==> src/rtl/iee_pkg.sv <==
// ----------------------------------------------------------------------------
// iee_pkg
// Shared types and constants of the infix expression evaluator: value width,
// character codes, operator codes and the controller/datapath link structs.
// ----------------------------------------------------------------------------
`default_nettype none

package iee_pkg;

  localparam int unsigned ValueBits = 32;
  localparam int unsigned CountBits = $clog2(ValueBits);

  // ascii codes with a meaning
  localparam logic [7:0] ChrPlus  = 8'h2B;
  localparam logic [7:0] ChrMinus = 8'h2D;
  localparam logic [7:0] ChrStar  = 8'h2A;
  localparam logic [7:0] ChrSlash = 8'h2F;
  localparam logic [7:0] ChrEqual = 8'h3D;
  localparam logic [7:0] ChrZero  = 8'h30;
  localparam logic [7:0] ChrNine  = 8'h39;

  // operator latched on an operator character
  typedef enum logic [2:0] {
    OP_ADD = 3'd0,
    OP_SUB = 3'd1,
    OP_MUL = 3'd2,
    OP_DIV = 3'd3,
    OP_EQ  = 3'd4
  } op_e;

  // pending multiplicative operator, code 3 acts as none
  localparam logic [1:0] PendNone = 2'd0;
  localparam logic [1:0] PendMul  = 2'd1;
  localparam logic [1:0] PendDiv  = 2'd2;

  typedef logic [ValueBits-1:0] value_t;

  // datapath to controller
  typedef struct packed {
    logic       sym_digit;
    logic       sym_op;
    logic       first;
    logic [1:0] pend;
    logic       num_zero;
    logic       div_last;
    logic       res_free;
    op_e        op;
  } iee_stat_t;

  // controller to datapath
  typedef struct packed {
    logic digit;
    logic latch_op;
    logic load_term;
    logic mul;
    logic div_zero;
    logic div_start;
    logic div_step;
    logic div_finish;
    logic post;
    logic emit;
  } iee_cmd_t;

  function automatic value_t magnitude(input value_t v);
    value_t m;
    m = v[ValueBits-1] ? (~v + value_t'(1)) : v;
    return m;
  endfunction

endpackage

`default_nettype wire

==> src/rtl/iee_ctrl.sv <==
// ----------------------------------------------------------------------------
// iee_ctrl
// Sequencer of the evaluator: takes characters, steps the fold of number,
// term and sum, runs the divider and hands the result to the output register.
// ----------------------------------------------------------------------------
`default_nettype none

module iee_ctrl import iee_pkg::*; (
  input  wire logic      clk_i,
  input  wire logic      rst_ni,
  input  wire logic      in_valid_i,
  output      logic      in_ready_o,
  input  wire iee_stat_t stat_i,
  output      iee_cmd_t  cmd_o
);

  typedef enum logic [5:0] {
    ST_IDLE = 6'b000001,
    ST_FOLD = 6'b000010,
    ST_DIV  = 6'b000100,
    ST_DFIN = 6'b001000,
    ST_POST = 6'b010000,
    ST_EMIT = 6'b100000
  } state_e;

  state_e state_q, state_d;

  always_ff @(posedge clk_i or negedge rst_ni) begin
    if (!rst_ni) begin
      state_q <= ST_IDLE;
    end else begin
      state_q <= state_d;
    end
  end

  always_comb begin
    state_d    = state_q;
    cmd_o      = '0;
    in_ready_o = 1'b0;
    case (state_q)
      ST_IDLE: begin
        in_ready_o = 1'b1;
        if (in_valid_i) begin
          if (stat_i.sym_digit) begin
            cmd_o.digit = 1'b1;
          end else if (stat_i.sym_op) begin
            cmd_o.latch_op = 1'b1;
            state_d        = ST_FOLD;
          end
        end
      end
      ST_FOLD: begin
        if (stat_i.first || !(stat_i.pend == PendMul || stat_i.pend == PendDiv)) begin
          cmd_o.load_term = 1'b1;
          state_d         = ST_POST;
        end else if (stat_i.pend == PendMul) begin
          cmd_o.mul = 1'b1;
          state_d   = ST_POST;
        end else if (stat_i.num_zero) begin
          cmd_o.div_zero = 1'b1;
          state_d        = ST_POST;
        end else begin
          cmd_o.div_start = 1'b1;
          state_d         = ST_DIV;
        end
      end
      ST_DIV: begin
        cmd_o.div_step = 1'b1;
        if (stat_i.div_last) begin
          state_d = ST_DFIN;
        end
      end
      ST_DFIN: begin
        cmd_o.div_finish = 1'b1;
        state_d          = ST_POST;
      end
      ST_POST: begin
        cmd_o.post = 1'b1;
        if (stat_i.op == OP_EQ) begin
          state_d = ST_EMIT;
        end else begin
          state_d = ST_IDLE;
        end
      end
      ST_EMIT: begin
        if (stat_i.res_free) begin
          cmd_o.emit = 1'b1;
          state_d    = ST_IDLE;
        end
      end
      default: begin
        state_d = ST_IDLE;
      end
    endcase
  end

endmodule

`default_nettype wire

==> config.mk <==
export PLATFORM = sky130hd
export DESIGN_NAME = iee_ctrl
export DESIGN_NICKNAME = d
export VERILOG_FILES = /design/src/rtl/iee_pkg.sv /design/src/rtl/iee_ctrl.sv
export SDC_FILE = /design/constraint.sdc
export NUM_CORES = 1
export LEC_CHECK = 0
export ABC_CLOCK_PERIOD_IN_PS = 2450
export BUFFER_PORTS_ARGS = -buffer_cell sky130_fd_sc_hd__buf_2
export CAP_MARGIN = 20
export CORE_AREA = 2 2 39 41
export CTS_CLUSTER_DIAMETER = 40
export DETAILED_ROUTE_END_ITERATION = 8
export DIE_AREA = 0 0 41 43
export PLACE_DENSITY = 0.64
export SYNTH_ARGS = -nofsm -noshare
export SYNTH_HDL_FRONTEND = slang
export SYNTH_SLANG_ARGS = --single-unit
==> constraint.sdc <==
create_clock -name clk_i -period 2.45 [get_ports clk_i]
set_input_delay 0.1225 -clock clk_i [delete_from_list [all_inputs] [get_ports clk_i]]
set_output_delay 0.1225 -clock clk_i [all_outputs]
set_load 0.005 [all_outputs]
Word level (Yosys, flattened, before mapping)

Cells that the tools add are included.

Word-level logic and storage cells: 47
Input port bits: 14
Output and inout bits: 11
Bits in registers: 6

Eq/ne operators: 14
Mux-type cells: 28
Reductions and logical operators: 4

Operators by type and width:

| cell                                                                   | number |
|---|---|
| 6-bit two-way mux                                                      | 8 |
| 6-bit one-hot mux with 6 select lines                                  | 1 |
| 1-bit two-way mux                                                      | 13 |
| 2-bit inequality test (second input constant)                          | 5 |
| 6-bit by 1-bit equality test with 1-bit output (second input constant) | 1 |
| 6-bit by 2-bit equality test with 1-bit output (second input constant) | 1 |
| 6-bit by 3-bit equality test with 1-bit output (second input constant) | 1 |
| 6-bit by 4-bit equality test with 1-bit output (second input constant) | 1 |
| 6-bit by 5-bit equality test with 1-bit output (second input constant) | 1 |
| 6-bit equality test (second input constant)                            | 1 |
| 2-bit two-way mux                                                      | 3 |
| 5-bit two-way mux                                                      | 1 |
| 5-bit AND reduction                                                    | 1 |
| 4-bit two-way mux                                                      | 1 |
| 3-bit equality test (second input constant)                            | 1 |
| 3-bit two-way mux                                                      | 1 |
| 2-bit by 1-bit equality test with 1-bit output (second input constant) | 1 |
| 2-bit equality test (second input constant)                            | 1 |
| 1-bit logical OR                                                       | 2 |
| 1-bit zero test                                                        | 1 |

Logic depth before layout (Yosys ltp)

Depth in word-level cells: 6
Mapped depth: 5
Depth with buffers taken out: 5

Least setup slack after synthesis

No wires, ideal clock.

Path kind: reg-to-reg
From: register state_q[1]
To: register state_q[0]
Arrival: 1519 ps
Setup slack: 845 ps
Setup time: 86 ps
Period minus slack after synthesis: 1605 ps
Buffers on the path: 0
Required time: 2364 ps
Cell stages (with the launch flop): 5
Cell sequence: dfrtp_1 -> or4_4 -> or3b_4 -> o22ai_2 -> a21oi_1

Longest elaborated chain between the ends: 3
Elaborated cells on any way between the ends: 13
Classes of those cells: eq/ne: 11; mux: 1; reduce/logical: 1

RTL lines:

| item                                                                         | line           | source |
|---|---|---|
| start: declaration                                                           | iee_ctrl.sv:26 | `state_e state_q, state_d;` |
| start signal: assignment                                                     | iee_ctrl.sv:32 | `state_q <= state_d;` |
| 6-bit by 1-bit equality test with 1-bit output, or another cell as far along | iee_ctrl.sv:40 | `case (state_q)` |
| 2-bit inequality test (no line)                                              | --             |  |
| 5-bit AND reduction (no line)                                                | --             |  |

Parallel ways exist; a longest one is shown, timed or not.
A chain may end at the register's enable or synchronous reset.

==> key figures <==
Outcome
  • Status: completed

Synthesis
  • Post-synthesis sequential area ratio: 31.84%
  • Post-synth ARST share: 100.0%
  • EDFF count, synth: 0
  • Mapped Cells: 57
  • Synthesized cell area: 475.5 µm²
  • Post-synthesis cell type count: 34
  • Main flop type after synthesis: dfrtp_1
  • Share of the synthesized area in the top cell type: 26.32%
  • Count leader, synth: nor2_1
  • Most common library cells after synthesis: nor2_1, dfrtp_1, nand2_1
  • Post-synthesis area per instance: 8.341 µm²
  • Largest cells by area after synthesis: dfrtp_1, nor2_1, dfstp_2
  • FF+latch count, synth: 6
  • Yosys Warn Count: 0
  • Mapped Nets: 72
  • Largest area contributor in the netlist: dfrtp_1

Global route
  • All-Layer GR Usage: 13.84%
  • Grt ovf: 0
  • Global-route track usage on met1: 19.34%
  • Wire length of the first global-routing pass: 1683 µm
  • Largest net degree at the start of global routing: 12
  • Antenna violations before repair: 0
  • GR Util met2: 20.63%
  • Top Usage Layer GRT: met2
  • Number of global-route vias before repair: 425
  • GRT met3 Usage: 0%

STA
  • Crit share post-route: 79.04%
  • Clock skew: 0.009517 ns
  • RSZ-0062 raised after global routing: no
  • PnR worst setup slack: 0.5136 ns
  • Max-slew violation count: 0
  • # setup viols final: 0
  • Fmax: 516.4 MHz
  • Setup TNS: 0 ns
  • Hold Fails Final Rpt: 0
  • Slew headroom: 77.79%
  • Fin crit period: 1.936 ns
  • Tightest Pin Transition: 0.3332 ns

Cells and area
  • Fillers: 144
  • # diodes: 0
  • Flip-flop and latch area: 151.4 µm²
  • Most flops, register: state_q
  • Layout cell share with drive strength beyond 1: 39.29%
  • Largest register FFs: 6
  • Synth-to-layout area growth: 35.26%
  • Area of the multi-input gates: 304.0 µm²
  • Regs by FF count: state_q: 6 flops
  • Final net count: 100

Route
  • Drt initial violations: 5
  • Vias/cell: 5.090
  • Via count: 509
  • Antenna-violating nets left: 0
  • Drt drc: 0
  • Routed WL: 1063 µm
  • WL per Instance: 10.63 µm
  • DRT Pass-1 Iters: 4

CTS
  • Clock sink count: 6
  • Cts repair resizes: 0
  • Max clock buf depth: 2
  • TritonCTS buffer count: 3
  • Hold Buf Count CTS: 1
  • Root Driver: clkbuf_4
  • Clock slew seen by the registers of the worst setup and hold paths: 0.04 ns
  • Worst skew pair latency: 0.25 ns
  • H-tree lvl count: 1
  • CTS tree: done
  • Post-CTS Repair Setup Buffers: 0

Placement
  • Pre-CTS WS: 0.7778 ns
  • HPWL after detailed placement: 853.8 µm
  • Routability cong.: 0.6859
  • IO buf count: 24

Critical path
  • Nature of the critical path startpoint: flip-flop
  • Setup CP Type: reg -> out
  • Peak fanout along the critical path: 7
  • Critical path data required time: 2.33 ns
  • Critical path data arrival time: 1.81 ns
  • Worst setup EP type: primary output

Floorplanning
  • Core area: 0.001384 mm²
  • Std cell rows: 14
  • IO Count: 25
  • Die ar.: 0.001763 mm²
  • Die Span Y: 43 µm
  • Initial Utilization: 34.36%
  • Chip width: 41 µm

Pwr
  • VDD IR-drop max: 0.2650 mV
  • Internal: 0.0002458 W
  • Switching pwr: 0.0001214 W
  • Leak Pwr: 0.3378 nW
  • Switch share: 33.07%
  • Clock power share: 27.5%
  • Sequential power share: 35.6%
  • PD cells: 570.9 mW/mm²
  • Combinational Power Share: 36.9%

Min path
  • Hold crit path type: in -> reg

Run
  • Max-Cap Viols: 0
[power by group through the flow]
stage	clock [W]	combinational, W	sequential, W
5_1_grt	0.000109	0.000153	0.000133
3_3_place_gp	0	0.000135	0.000132
6_report	0.000101	0.000135	0.000131
3_5_place_dp	0	0.000135	0.000132
4_1_cts	0.000105	0.000137	0.000131
2_1_floorplan	0	0.0000969	0.000126
[routing by layer]
layer / share of wire [%] / up-vias
met2: 51 / 11
met1: 44 / 232
met5: 0 / -
met4: 0 / 0
li1: - / 266
met3: 4.0 / 0
[critical path, stage by stage (launching register included)]
cell	delay, ns
dfstp_2	0.57
or4b_1	0.49
nor3_2	0.20
and4_1	0.21
buf_2	0.10
[worst paths after layout]
kind | cells past startpoint | slack (ns) | end | start
min reg2reg | 1 | 0.65 | state_q[4]$_DFFE_PN0P_ | state_q[1]$_DFFE_PN0P_
max reg2reg | 4 | 0.77 | state_q[0]$_DFFE_PN1P_ | state_q[1]$_DFFE_PN0P_
max | 4 | 0.51 | cmd_o[8] | state_q[0]$_DFFE_PN1P_
min | 2 | 0.12 | state_q[2]$_DFFE_PN0P_ | stat_i[4]
min in group asynchronous | 2 | 0.22 | state_q[1]$_DFFE_PN0P_ | rst_ni
max in group asynchronous | 2 | 1.99 | state_q[0]$_DFFE_PN1P_ | rst_ni
[cell type report]
cell class / count / area share, %
repair buffers: 25 / 20.23
multi-input cells: 46 / 47.28
clock buffers: 4 / 4.086
well taps: 16 / 3.113
flip-flops and latches: 6 / 23.54
inverters: 3 / 1.751
[placed cells by master, fill, tap and decap left out, types with 2 or more instances in the layout]
| master | count |
|---|---|
| nor2_1 | 9 |
| buf_2 | 24 |
| nand2_1 | 4 |
| clkbuf_4 | 3 |
| nor3_1 | 2 |
| o21ai_0 | 2 |
| and4_1 | 2 |
| nor3b_1 | 3 |
| nor2b_1 | 2 |
| inv_1 | 2 |
| a21oi_1 | 2 |
| dfrtp_1 | 5 |
[metrics by stage]
stage | util (%) | instance area [µm²] | cells | total power, W | hold slack, ns
6_report | 46.47 | 643.1 | 100 | 0.0003672 | 0.1168
5_1_grt | 46.47 | 643.1 | 100 | 0.0003951 | 0.1395
4_1_cts | 46.47 | 643.1 | 100 | 0.0003732 | 0.1074
3_5_place_dp | 43.85 | 606.8 | 95 | 0.0002668 | -0.04419
3_3_place_gp | 43.85 | 606.8 | 95 | 0.0002666 | -0.04338
2_1_floorplan | - | 475.5 | 57 | 0.0002232 | -0.1731
[kinds of logic (layout without fill, tap and decap cells)]
kind of cell	count (synthesis)	after routing	synth area share, %
simple gates	34	34	44.21
fa+ha+maj	1	1	2.631
flops	6	6	31.84
xor+xnor	1	1	1.842
compound gates	10	10	15.27
buf+inv	5	32	4.209
Note: power is estimated with default switching activity, not from simulation.
