--- src/rtl/iee_pkg.sv ---
// ----------------------------------------------------------------------------
// iee_pkg
// Shared types and constants of the infix expression evaluator: value width,
// character codes, operator codes and the controller/datapath link structs.
// ----------------------------------------------------------------------------
`default_nettype none

package iee_pkg;

  localparam int unsigned ValueBits = 32;
  localparam int unsigned CountBits = $clog2(ValueBits);

  // ascii codes with a meaning
  localparam logic [7:0] ChrPlus  = 8'h2B;
  localparam logic [7:0] ChrMinus = 8'h2D;
  localparam logic [7:0] ChrStar  = 8'h2A;
  localparam logic [7:0] ChrSlash = 8'h2F;
  localparam logic [7:0] ChrEqual = 8'h3D;
  localparam logic [7:0] ChrZero  = 8'h30;
  localparam logic [7:0] ChrNine  = 8'h39;

  // operator latched on an operator character
  typedef enum logic [2:0] {
    OP_ADD = 3'd0,
    OP_SUB = 3'd1,
    OP_MUL = 3'd2,
    OP_DIV = 3'd3,
    OP_EQ  = 3'd4
  } op_e;

  // pending multiplicative operator, code 3 acts as none
  localparam logic [1:0] PendNone = 2'd0;
  localparam logic [1:0] PendMul  = 2'd1;
  localparam logic [1:0] PendDiv  = 2'd2;

  typedef logic [ValueBits-1:0] value_t;

  // datapath to controller
  typedef struct packed {
    logic       sym_digit;
    logic       sym_op;
    logic       first;
    logic [1:0] pend;
    logic       num_zero;
    logic       div_last;
    logic       res_free;
    op_e        op;
  } iee_stat_t;

  // controller to datapath
  typedef struct packed {
    logic digit;
    logic latch_op;
    logic load_term;
    logic mul;
    logic div_zero;
    logic div_start;
    logic div_step;
    logic div_finish;
    logic post;
    logic emit;
  } iee_cmd_t;

  function automatic value_t magnitude(input value_t v);
    value_t m;
    m = v[ValueBits-1] ? (~v + value_t'(1)) : v;
    return m;
  endfunction

endpackage

`default_nettype wire

--- src/rtl/iee_dpath.sv ---
// ----------------------------------------------------------------------------
// iee_dpath
// Evaluator datapath: number, term and sum registers, multiplier, a one bit
// per cycle restoring divider and the result register.
// ----------------------------------------------------------------------------
`default_nettype none

module iee_dpath import iee_pkg::*; (
  input  wire logic       clk_i,
  input  wire logic       rst_ni,
  input  wire logic [7:0] symbol_i,
  input  wire iee_cmd_t   cmd_i,
  output      iee_stat_t  stat_o,
  input  wire logic       res_ready_i,
  output      logic       res_valid_o,
  output      value_t     res_value_o,
  output      logic       res_div_zero_o
);

  value_t         sum_q, term_q, num_q;
  logic           add_sign_q, first_q, derr_q;
  logic [1:0]     pend_q;
  op_e            op_q;
  logic           res_valid_q;
  value_t         res_value_q;
  logic           res_derr_q;

  // divider working registers
  value_t         rem_q, quo_q, dvs_q;
  logic           neg_q;
  logic [CountBits-1:0] cnt_q;

  logic           sym_digit;
  op_e            sym_code;
  logic           sym_op;
  value_t         digit_val;
  value_t         prod;
  logic [ValueBits:0]     rem_shift;
  logic           rem_ge;

  // character decode
  always_comb begin
    sym_digit = (symbol_i >= ChrZero) && (symbol_i <= ChrNine);
    sym_op    = 1'b1;
    sym_code  = OP_ADD;
    case (symbol_i)
      ChrPlus:  sym_code = OP_ADD;
      ChrMinus: sym_code = OP_SUB;
      ChrStar:  sym_code = OP_MUL;
      ChrSlash: sym_code = OP_DIV;
      ChrEqual: sym_code = OP_EQ;
      default:  sym_op   = 1'b0;
    endcase
  end

  assign digit_val = {{(ValueBits-4){1'b0}}, symbol_i[3:0]};
  // low half of the product is all that survives the wrap
  assign prod      = term_q * num_q;

  // one restoring step
  assign rem_shift = {rem_q, quo_q[ValueBits-1]};
  assign rem_ge    = rem_shift >= {1'b0, dvs_q};

  always_ff @(posedge clk_i or negedge rst_ni) begin
    if (!rst_ni) begin
      sum_q       <= '0;
      term_q      <= '0;
      num_q       <= '0;
      add_sign_q  <= 1'b0;
      pend_q      <= PendNone;
      first_q     <= 1'b1;
      derr_q      <= 1'b0;
      op_q        <= OP_ADD;
      res_valid_q <= 1'b0;
    end else begin
      if (cmd_i.digit) begin
        num_q <= (num_q << 3) + (num_q << 1) + digit_val;
      end
      if (cmd_i.latch_op) begin
        op_q <= sym_code;
      end
      if (cmd_i.load_term) begin
        term_q <= num_q;
      end
      if (cmd_i.mul) begin
        term_q <= prod;
      end
      if (cmd_i.div_zero) begin
        term_q <= '0;
        derr_q <= 1'b1;
      end
      if (cmd_i.load_term || cmd_i.mul || cmd_i.div_zero || cmd_i.div_start) begin
        num_q <= '0;
      end
      if (cmd_i.div_finish) begin
        term_q <= neg_q ? (~quo_q + value_t'(1)) : quo_q;
      end
      if (cmd_i.post) begin
        if (op_q == OP_MUL || op_q == OP_DIV) begin
          pend_q  <= (op_q == OP_MUL) ? PendMul : PendDiv;
          first_q <= 1'b0;
        end else begin
          sum_q      <= add_sign_q ? (sum_q - term_q) : (sum_q + term_q);
          term_q     <= '0;
          pend_q     <= PendNone;
          first_q    <= 1'b1;
          add_sign_q <= (op_q == OP_SUB);
        end
      end
      // result register: filled on emit, drained by the sink
      if (cmd_i.emit) begin
        res_valid_q <= 1'b1;
        sum_q       <= '0;
        term_q      <= '0;
        num_q       <= '0;
        add_sign_q  <= 1'b0;
        pend_q      <= PendNone;
        first_q     <= 1'b1;
        derr_q      <= 1'b0;
      end else if (res_ready_i) begin
        res_valid_q <= 1'b0;
      end
    end
  end

  always_ff @(posedge clk_i) begin
    if (cmd_i.emit) begin
      res_value_q <= sum_q;
      res_derr_q  <= derr_q;
    end
    if (cmd_i.div_start) begin
      rem_q <= '0;
      quo_q <= magnitude(term_q);
      dvs_q <= magnitude(num_q);
      neg_q <= term_q[ValueBits-1] ^ num_q[ValueBits-1];
      cnt_q <= '0;
    end else if (cmd_i.div_step) begin
      rem_q <= rem_ge ? value_t'(rem_shift - {1'b0, dvs_q}) : rem_shift[ValueBits-1:0];
      quo_q <= {quo_q[ValueBits-2:0], rem_ge};
      cnt_q <= cnt_q + 1'b1;
    end
  end

  always_comb begin
    stat_o.sym_digit = sym_digit;
    stat_o.sym_op    = sym_op;
    stat_o.first     = first_q;
    stat_o.pend      = pend_q;
    stat_o.num_zero  = (num_q == '0);
    stat_o.div_last  = (cnt_q == CountBits'(ValueBits - 1));
    stat_o.res_free  = !res_valid_q || res_ready_i;
    stat_o.op        = op_q;
  end

  assign res_valid_o    = res_valid_q;
  assign res_value_o    = res_value_q;
  assign res_div_zero_o = res_derr_q;

endmodule

`default_nettype wire

--- config.mk ---
export PLATFORM = sky130hd
export DESIGN_NAME = iee_dpath
export DESIGN_NICKNAME = d
export VERILOG_FILES = /design/src/rtl/iee_pkg.sv /design/src/rtl/iee_dpath.sv
export SDC_FILE = /design/constraint.sdc
export NUM_CORES = 2
export LEC_CHECK = 0
export BUFFER_PORTS_ARGS = -buffer_cell sky130_fd_sc_hd__buf_2
export CAP_MARGIN = 30
export CORE_MARGIN = 10
export CORE_UTILIZATION = 44
export DETAILED_ROUTE_END_ITERATION = 12
export GPL_TIMING_DRIVEN = 0
export SETUP_SLACK_MARGIN = 0.3
export SLEW_MARGIN = 30
export SYNTH_ARGS = -nofsm -noshare
export SYNTH_HDL_FRONTEND = slang
export SYNTH_SLANG_ARGS = --single-unit
--- constraint.sdc ---
create_clock -name clk_i -period 22.2 [get_ports clk_i]
set_clock_uncertainty 0.15 [all_clocks]
set_input_delay 3.33 -clock clk_i [delete_from_list [all_inputs] [get_ports clk_i]]
set_output_delay 3.33 -clock clk_i [all_outputs]
set_load 0.1 [all_outputs]
Yosys cells after proc, flatten, opt, wreduce, memory -nomap -nowiden
Index checks and enable logic that the tools add are counted.
{"block": "op_classes", "add_sub_neg": 9, "mul": 1, "order_cmp": 3, "eq_ne": 10, "n_mux": 36, "bitwise_logic": 4, "reduce_logical": 15}
{"operator": "two-way mux 32 bit", "count": 19}
{"operator": "adder 32 x 1 -> 32 bit (second input constant)", "count": 3}
{"operator": "NOT 32 bit", "count": 3}
{"operator": "adder 32 bit", "count": 2}
{"operator": "subtractor 32 bit", "count": 2}
{"operator": "equality test 8 x 6 -> 1 bit (second input constant)", "count": 5}
{"operator": ">= comparator 33 x 32 -> 1 bit", "count": 1}
{"operator": "adder 32 x 4 -> 32 bit", "count": 1}
{"operator": "logical NOT 32 bit", "count": 1}
{"operator": "multiplier 32 x 32 -> 32 bit", "count": 1}
{"operator": "two-way mux 31 bit", "count": 1}
{"operator": "case mux 3 bit (4 select lines)", "count": 1}
{"operator": "two-way mux 1 bit", "count": 11}
{"operator": ">= comparator 8 x 6 -> 1 bit (second input constant)", "count": 1}
{"operator": "less-or-equal comparator 8 x 6 -> 1 bit (second input constant)", "count": 1}
{"operator": "two-way mux 2 bit", "count": 4}
{"operator": "nonzero test 2 bit", "count": 4}
{"operator": "equality test 3 x 2 -> 1 bit (second input constant)", "count": 2}
{"operator": "adder 5 x 1 -> 5 bit (second input constant)", "count": 1}
{"operator": "equality test 5 bit (second input constant)", "count": 1}
{"operator": "logical OR 1 bit", "count": 5}
{"operator": "OR reduction 5 bit", "count": 1}
{"operator": "equality test 3 x 1 -> 1 bit (second input constant)", "count": 1}
{"operator": "nonzero test 3 bit", "count": 1}
{"operator": "other kinds (5)", "count": 5}
{"block": "word_totals", "ff_bits": 240, "in_bits": 21, "out_inout_bits": 45, "elab_cells": 95}

Longest topological paths before layout
{"block": "logic_depth", "word_depth": 7, "ltp_mapped": 28}

Worst setup path before layout
OpenSTA, ideal clock, no wires.
{"block": "synth_path", "path_type": "register to output", "startpoint": "register num_q[0]", "endpoint": "output port stat_o[5] in the netlist's numbering", "arrival_time_ps": 5505, "setup_slack_ps": 13215, "stages_incl_launch_ff": 13, "path_buffers": 1, "path_cell_list": "dfrtp_1 -> clkbuf_1 -> inv_1 -> ha_1 -> nand2b_4 -> or3_1 -> or3_1 -> or3_1 -> or4_1 -> or4_4 -> or3_4 -> or3_4 -> nor3_1"}
{"element": "from (decl)", "line": "iee_dpath.sv:20", "rtl": "value_t sum_q, term_q, num_q;"}
{"element": "from (signal assigned)", "line": "iee_dpath.sv:77", "rtl": "num_q <= (num_q << 3) + (num_q << 1) + digit_val;"}
{"element": "to (decl)", "line": "iee_dpath.sv:13", "rtl": "output iee_stat_t stat_o,"}

Worst setup path after layout
{"block": "layout_path", "startpoint": "register num_q[4]", "endpoint": "register term_q[30]"}
{"block": "layout_between", "elab_chain_len": 7}
{"element": "multiplier 32 x 32 -> 32 bit *", "line": "iee_dpath.sv:58", "rtl": "assign prod = term_q * num_q;"}
{"element": "two-way mux 32 bit *", "line": "iee_dpath.sv:85", "rtl": "if (cmd_i.mul) begin"}
{"element": "two-way mux 32 bit *", "line": "iee_dpath.sv:88", "rtl": "if (cmd_i.div_zero) begin"}
{"element": "two-way mux 32 bit *", "line": "iee_dpath.sv:95", "rtl": "if (cmd_i.div_finish) begin"}
{"element": "two-way mux 32 bit", "line": "iee_dpath.sv:99", "rtl": "if (op_q == OP_MUL || op_q == OP_DIV) begin"}
{"element": "two-way mux 32 bit *", "line": "iee_dpath.sv:98", "rtl": "if (cmd_i.post) begin"}
{"element": "two-way mux 32 bit *", "line": "iee_dpath.sv:111", "rtl": "if (cmd_i.emit) begin"}
{"element": "to (signal assigned)", "line": "iee_dpath.sv:83", "rtl": "term_q <= num_q;"}
{"element": "to (signal assigned)", "line": "iee_dpath.sv:86", "rtl": "term_q <= prod;"}
{"element": "to (signal assigned)", "line": "iee_dpath.sv:96", "rtl": "term_q <= neg_q ? (~quo_q + value_t'(1)) : quo_q;"}
{"element": "to (decl)", "line": "iee_dpath.sv:20"}
Every way passes the cells marked *; elsewhere a longest branch is shown, timed or not.
A chain may end at the register's enable or synchronous reset.

==> impl_metrics.csv <==
group,metric,value,unit
setup_path,rrSetupSlack,12.56,ns
timing,finalCriticalPeriod,9.64,ns
floorplanning,initial_utilization,0.444,
pwr,p_leak,0.0163,uW
setup_path,cp_max_fo,10,
synthesis,synthDominantCellAreaShare,0.254,
placed_design,gp_congestion,0.982,
floorplanning,ioPinCount,66,
setup_path,cp.depth,25,
cts,max-clock-path-buffers,3,
synthesis,synth_warnings,0,
setup_path,crit_path_max_incr_delay,0.74,ns
placed_design,port_buffers,64,
routing,antenna_left,0,
cts,cts_tree,"yes",
setup_path,critical_path.slowest_cell,"dfrtp_1",
routing,drc,0,
setup_path,cp_num_buf_inv,6,
timing,final_hold_viol_count,0,
synthesis,synthTopCellsByArea,"fa_1, ha_1, edfxtp_1",
cts,cts_made_buffers,25,
floorplanning,core.rowCount,99,
global_routing,antenna_found_initial,11,
cts,insertion_delay,0.58,ns
floorplanning,dieWidth,292,um
setup_path,cp-endpoint,"term_q[30]",
timing,worst_pin_slew,1.10,ns
floorplanning,dieArea,85000,um^2
timing,drv_slew,0,
placed_design,dp_hpwl,87.5,mm
synthesis,syn_area_per_cell,9.05,um^2
global_routing,grt.total_usage,0.261,
timing,holdWs,0.310,ns
timing,fmax,104,MHz
routing,via_per_inst,5.64,
min_path,hp-class,"flip-flop to flip-flop",
global_routing,grt_overflow,0,
global_routing,grt_max_degree,55,
timing,period_share,0.434,
timing,relSlewSlack,0.263,
synthesis,ys_seq_area_frac,0.195,
synthesis,synth_area,32400,um^2
setup_path,path_class,"flip-flop to flip-flop",
floorplanning,die-height,292,um
status,run_status,"complete, no violations",
routing,num_vias,26342,
cts,root_buffer,"clkbuf_16",
cts,clkSinkCount,240,
setup_path,cpLargestDelayFamily,"adder cells",
finish,fillerInstances,7177,
synthesis,syn-num-nets,4270,
synthesis,synth_top_cell_by_area,"fa_1",
floorplanning,core-area,73100,um^2
setup_path,r2r_start,"num_q[4]",
synthesis,syn_inst,3587,
routing,dr.pass1.iters,6,
cts,cts_hold_buf,0,
cts,ctsResizeCount,0,
finish,multiInputGateArea,23600,um^2
setup_path,reg2reg_depth,25,
setup_path,timing.rr.end,"term_q[30]",
finish,seq_area,6310,um^2
synthesis,synth_enable_flop_cells,98,
setup_path,cp_data_required_time,22.51,ns
finish,nets,4368,
synthesis,synthArstFlopShare,0.438,
pwr,vdd_drop_max,56.2,uV
synthesis,yosysUniqueCellTypes,72,
cts,clk_pin_slew,0.08,ns
cts,cts_setup_buffers,0,
routing,drt_iter0_drc,2608,
flow_run,drv_cap,0,
finish,area_delta_synth_final,7.67,%
setup_path,cp-start-kind,"flip-flop",
global_routing,grt_pass1_wl,169,mm
synthesis,ys_ff_latch,240,
routing,routedWlPerCell,23.8,um
setup_path,cp_common_cell,"fa_1",
setup_path,cp-startpoint,"num_q[4]",
routing,wirelength,111,mm
setup_path,crit_arrival,9.95,ns
timing,grt_setup_unrepaired,"no",
finish,drive_above_1_share,0.0451,
synthesis,ys.flop_type,"dfrtp_1",
cts,htreeDepth,1,
finish,fin_area,34900,um^2
global_routing,grt_pass1_vias,26403,
timing,finalSetupViolCount,0,
pwr,power.density,46.0,nW/um^2
placed_design,postPlaceCellArea,34100,um^2
timing,finalSetupTns,0,ns
setup_path,critPathCaptureType,"flip-flop",
==> layout by cell type, fill, tap and decap left out, drive strengths merged, types with 20 or more instances in the layout <==
master,instances
nand2,383
xnor2,178
dfxtp,37
edfxtp,98
and2,315
nor2b,24
inv,461
o31ai,27
or3,30
mux2i,72
dfrtp,104
nor3,33
buf,89
o21a,20
clkbuf,215
nand2b,42
fa,412
a211oi,27
a21oi,144
ha,250
nor2,192
o21ai,147
a21o,52
xor2,95
nand3,23
==> per-stage QoR <==
step	worst slack [ns]	utilization	std cells	total power [uW]
floorplan	13.22	-	3587	1020
global placement	12.59	0.465	4610	1160
detailed placement	12.65	0.466	4615	1170
CTS	12.60	0.477	4661	1600
global route	12.24	0.478	4663	1690
finish	12.56	0.478	4672	1610
==> cells in the mapped netlist, types with 5 or more instances <==
cell type	count
edfxtp_1	98
clkbuf_1	186
fa_1	412
a21oi_1	144
ha_1	250
o41ai_1	12
nand3b_1	6
nand4_1	14
a31o_2	6
dfxtp_1	37
o21a_1	20
xnor2_1	178
or2_2	8
o21ai_0	146
o31ai_1	26
o211ai_1	7
mux2i_1	72
and2_1	315
or4_1	16
nand2_1	383
nor2b_1	24
nor4_1	10
nor2_1	192
a211oi_1	27
nand2b_1	41
a311oi_1	5
inv_1	459
nor3_1	33
xor2_1	95
and4_1	6
and3_1	10
a2111oi_0	8
o22ai_1	7
o221ai_1	9
a22oi_1	12
a31oi_1	12
o31a_1	7
nand3_1	23
dfrtp_1	104
buf_1	14
or3_1	28
a21o_1	52
o21bai_1	14
==> where the power goes <==
part	internal, uW	switching, uW
combinational	200	395
sequential	524	47.5
clock	233	206
total	957	648
==> flip-flops by register name, indices dropped and copies added, names as in the netlist, 5 cells and up <==
| name | count |
|---|---|
| rem_q | 32 |
| dvs_q | 32 |
| res_value_o | 32 |
| sum_q | 32 |
| term_q | 32 |
| cnt_q | 5 |
| quo_q | 32 |
| num_q | 32 |
==> per-layer routing <==
layer / vias to the layer above / GRT usage / part of all wire
met5: - / 0.00170 / 0.00031
met4: 6 / 0.0913 / 0.040
met3: 203 / 0.0653 / 0.097
met2: 1093 / 0.404 / 0.44
met1: 13201 / 0.352 / 0.42
li1: 11839 / - / -
==> worst min-delay path by stage <==
stage,from,endpoint,cells after the start
3_5_place_dp,sum_q[0],res_value_o[0],0
2_1_floorplan,sum_q[0],res_value_o[0],0
4_1_cts,sum_q[0],res_value_o[0],0
6_report,sum_q[0],res_value_o[0],0
3_3_place_gp,derr_q,res_div_zero_o,0
5_1_grt,sum_q[0],res_value_o[0],0
==> kinds of logic (layout without fill, tap and decap cells) <==
kind of cell | Yosys count | count (layout) | share of synthesized area
adder cells (fa/ha/maj) | 662 | 662 | 0.351
multiplexers | 76 | 76 | 0.0236
AND/OR/NAND/NOR | 1119 | 1119 | 0.172
flip-flops | 240 | 240 | 0.195
other | 0 | 9 | 0
AO/OA/AOI/OAI | 553 | 553 | 0.108
XOR/XNOR | 273 | 273 | 0.0737
buffers and inverters | 664 | 781 | 0.0774
==> worst register-to-register path, cell delays in order, from the launching register on <==
cell	delay (ns)
dfrtp_1	0.74
clkbuf_1	0.71
clkbuf_1	0.59
and2_1	0.25
fa_1	0.41
inv_1	0.08
fa_1	0.42
fa_1	0.53
fa_1	0.56
inv_1	0.05
fa_1	0.50
inv_1	0.06
fa_1	0.56
inv_1	0.06
fa_1	0.51
fa_1	0.46
ha_1	0.37
and2_1	0.19
and3_1	0.21
a221oi_1	0.28
o31ai_1	0.19
a311oi_1	0.54
o21ai_0	0.24
a31o_2	0.33
a211o_1	0.30
a211o_1	0.25
==> cell type report <==
type,instances,share of cell area
multi-input cells,2683,0.677
plain buffers,205,0.0234
inverters,459,0.0493
repair buffers,71,0.0120
clock buffers,28,0.0182
clock inverters,18,0.00484
diodes,9,0.000645
well taps,959,0.0343
flip-flops and latches,240,0.181
No activity file was read; power rests on OpenSTA's default activity.
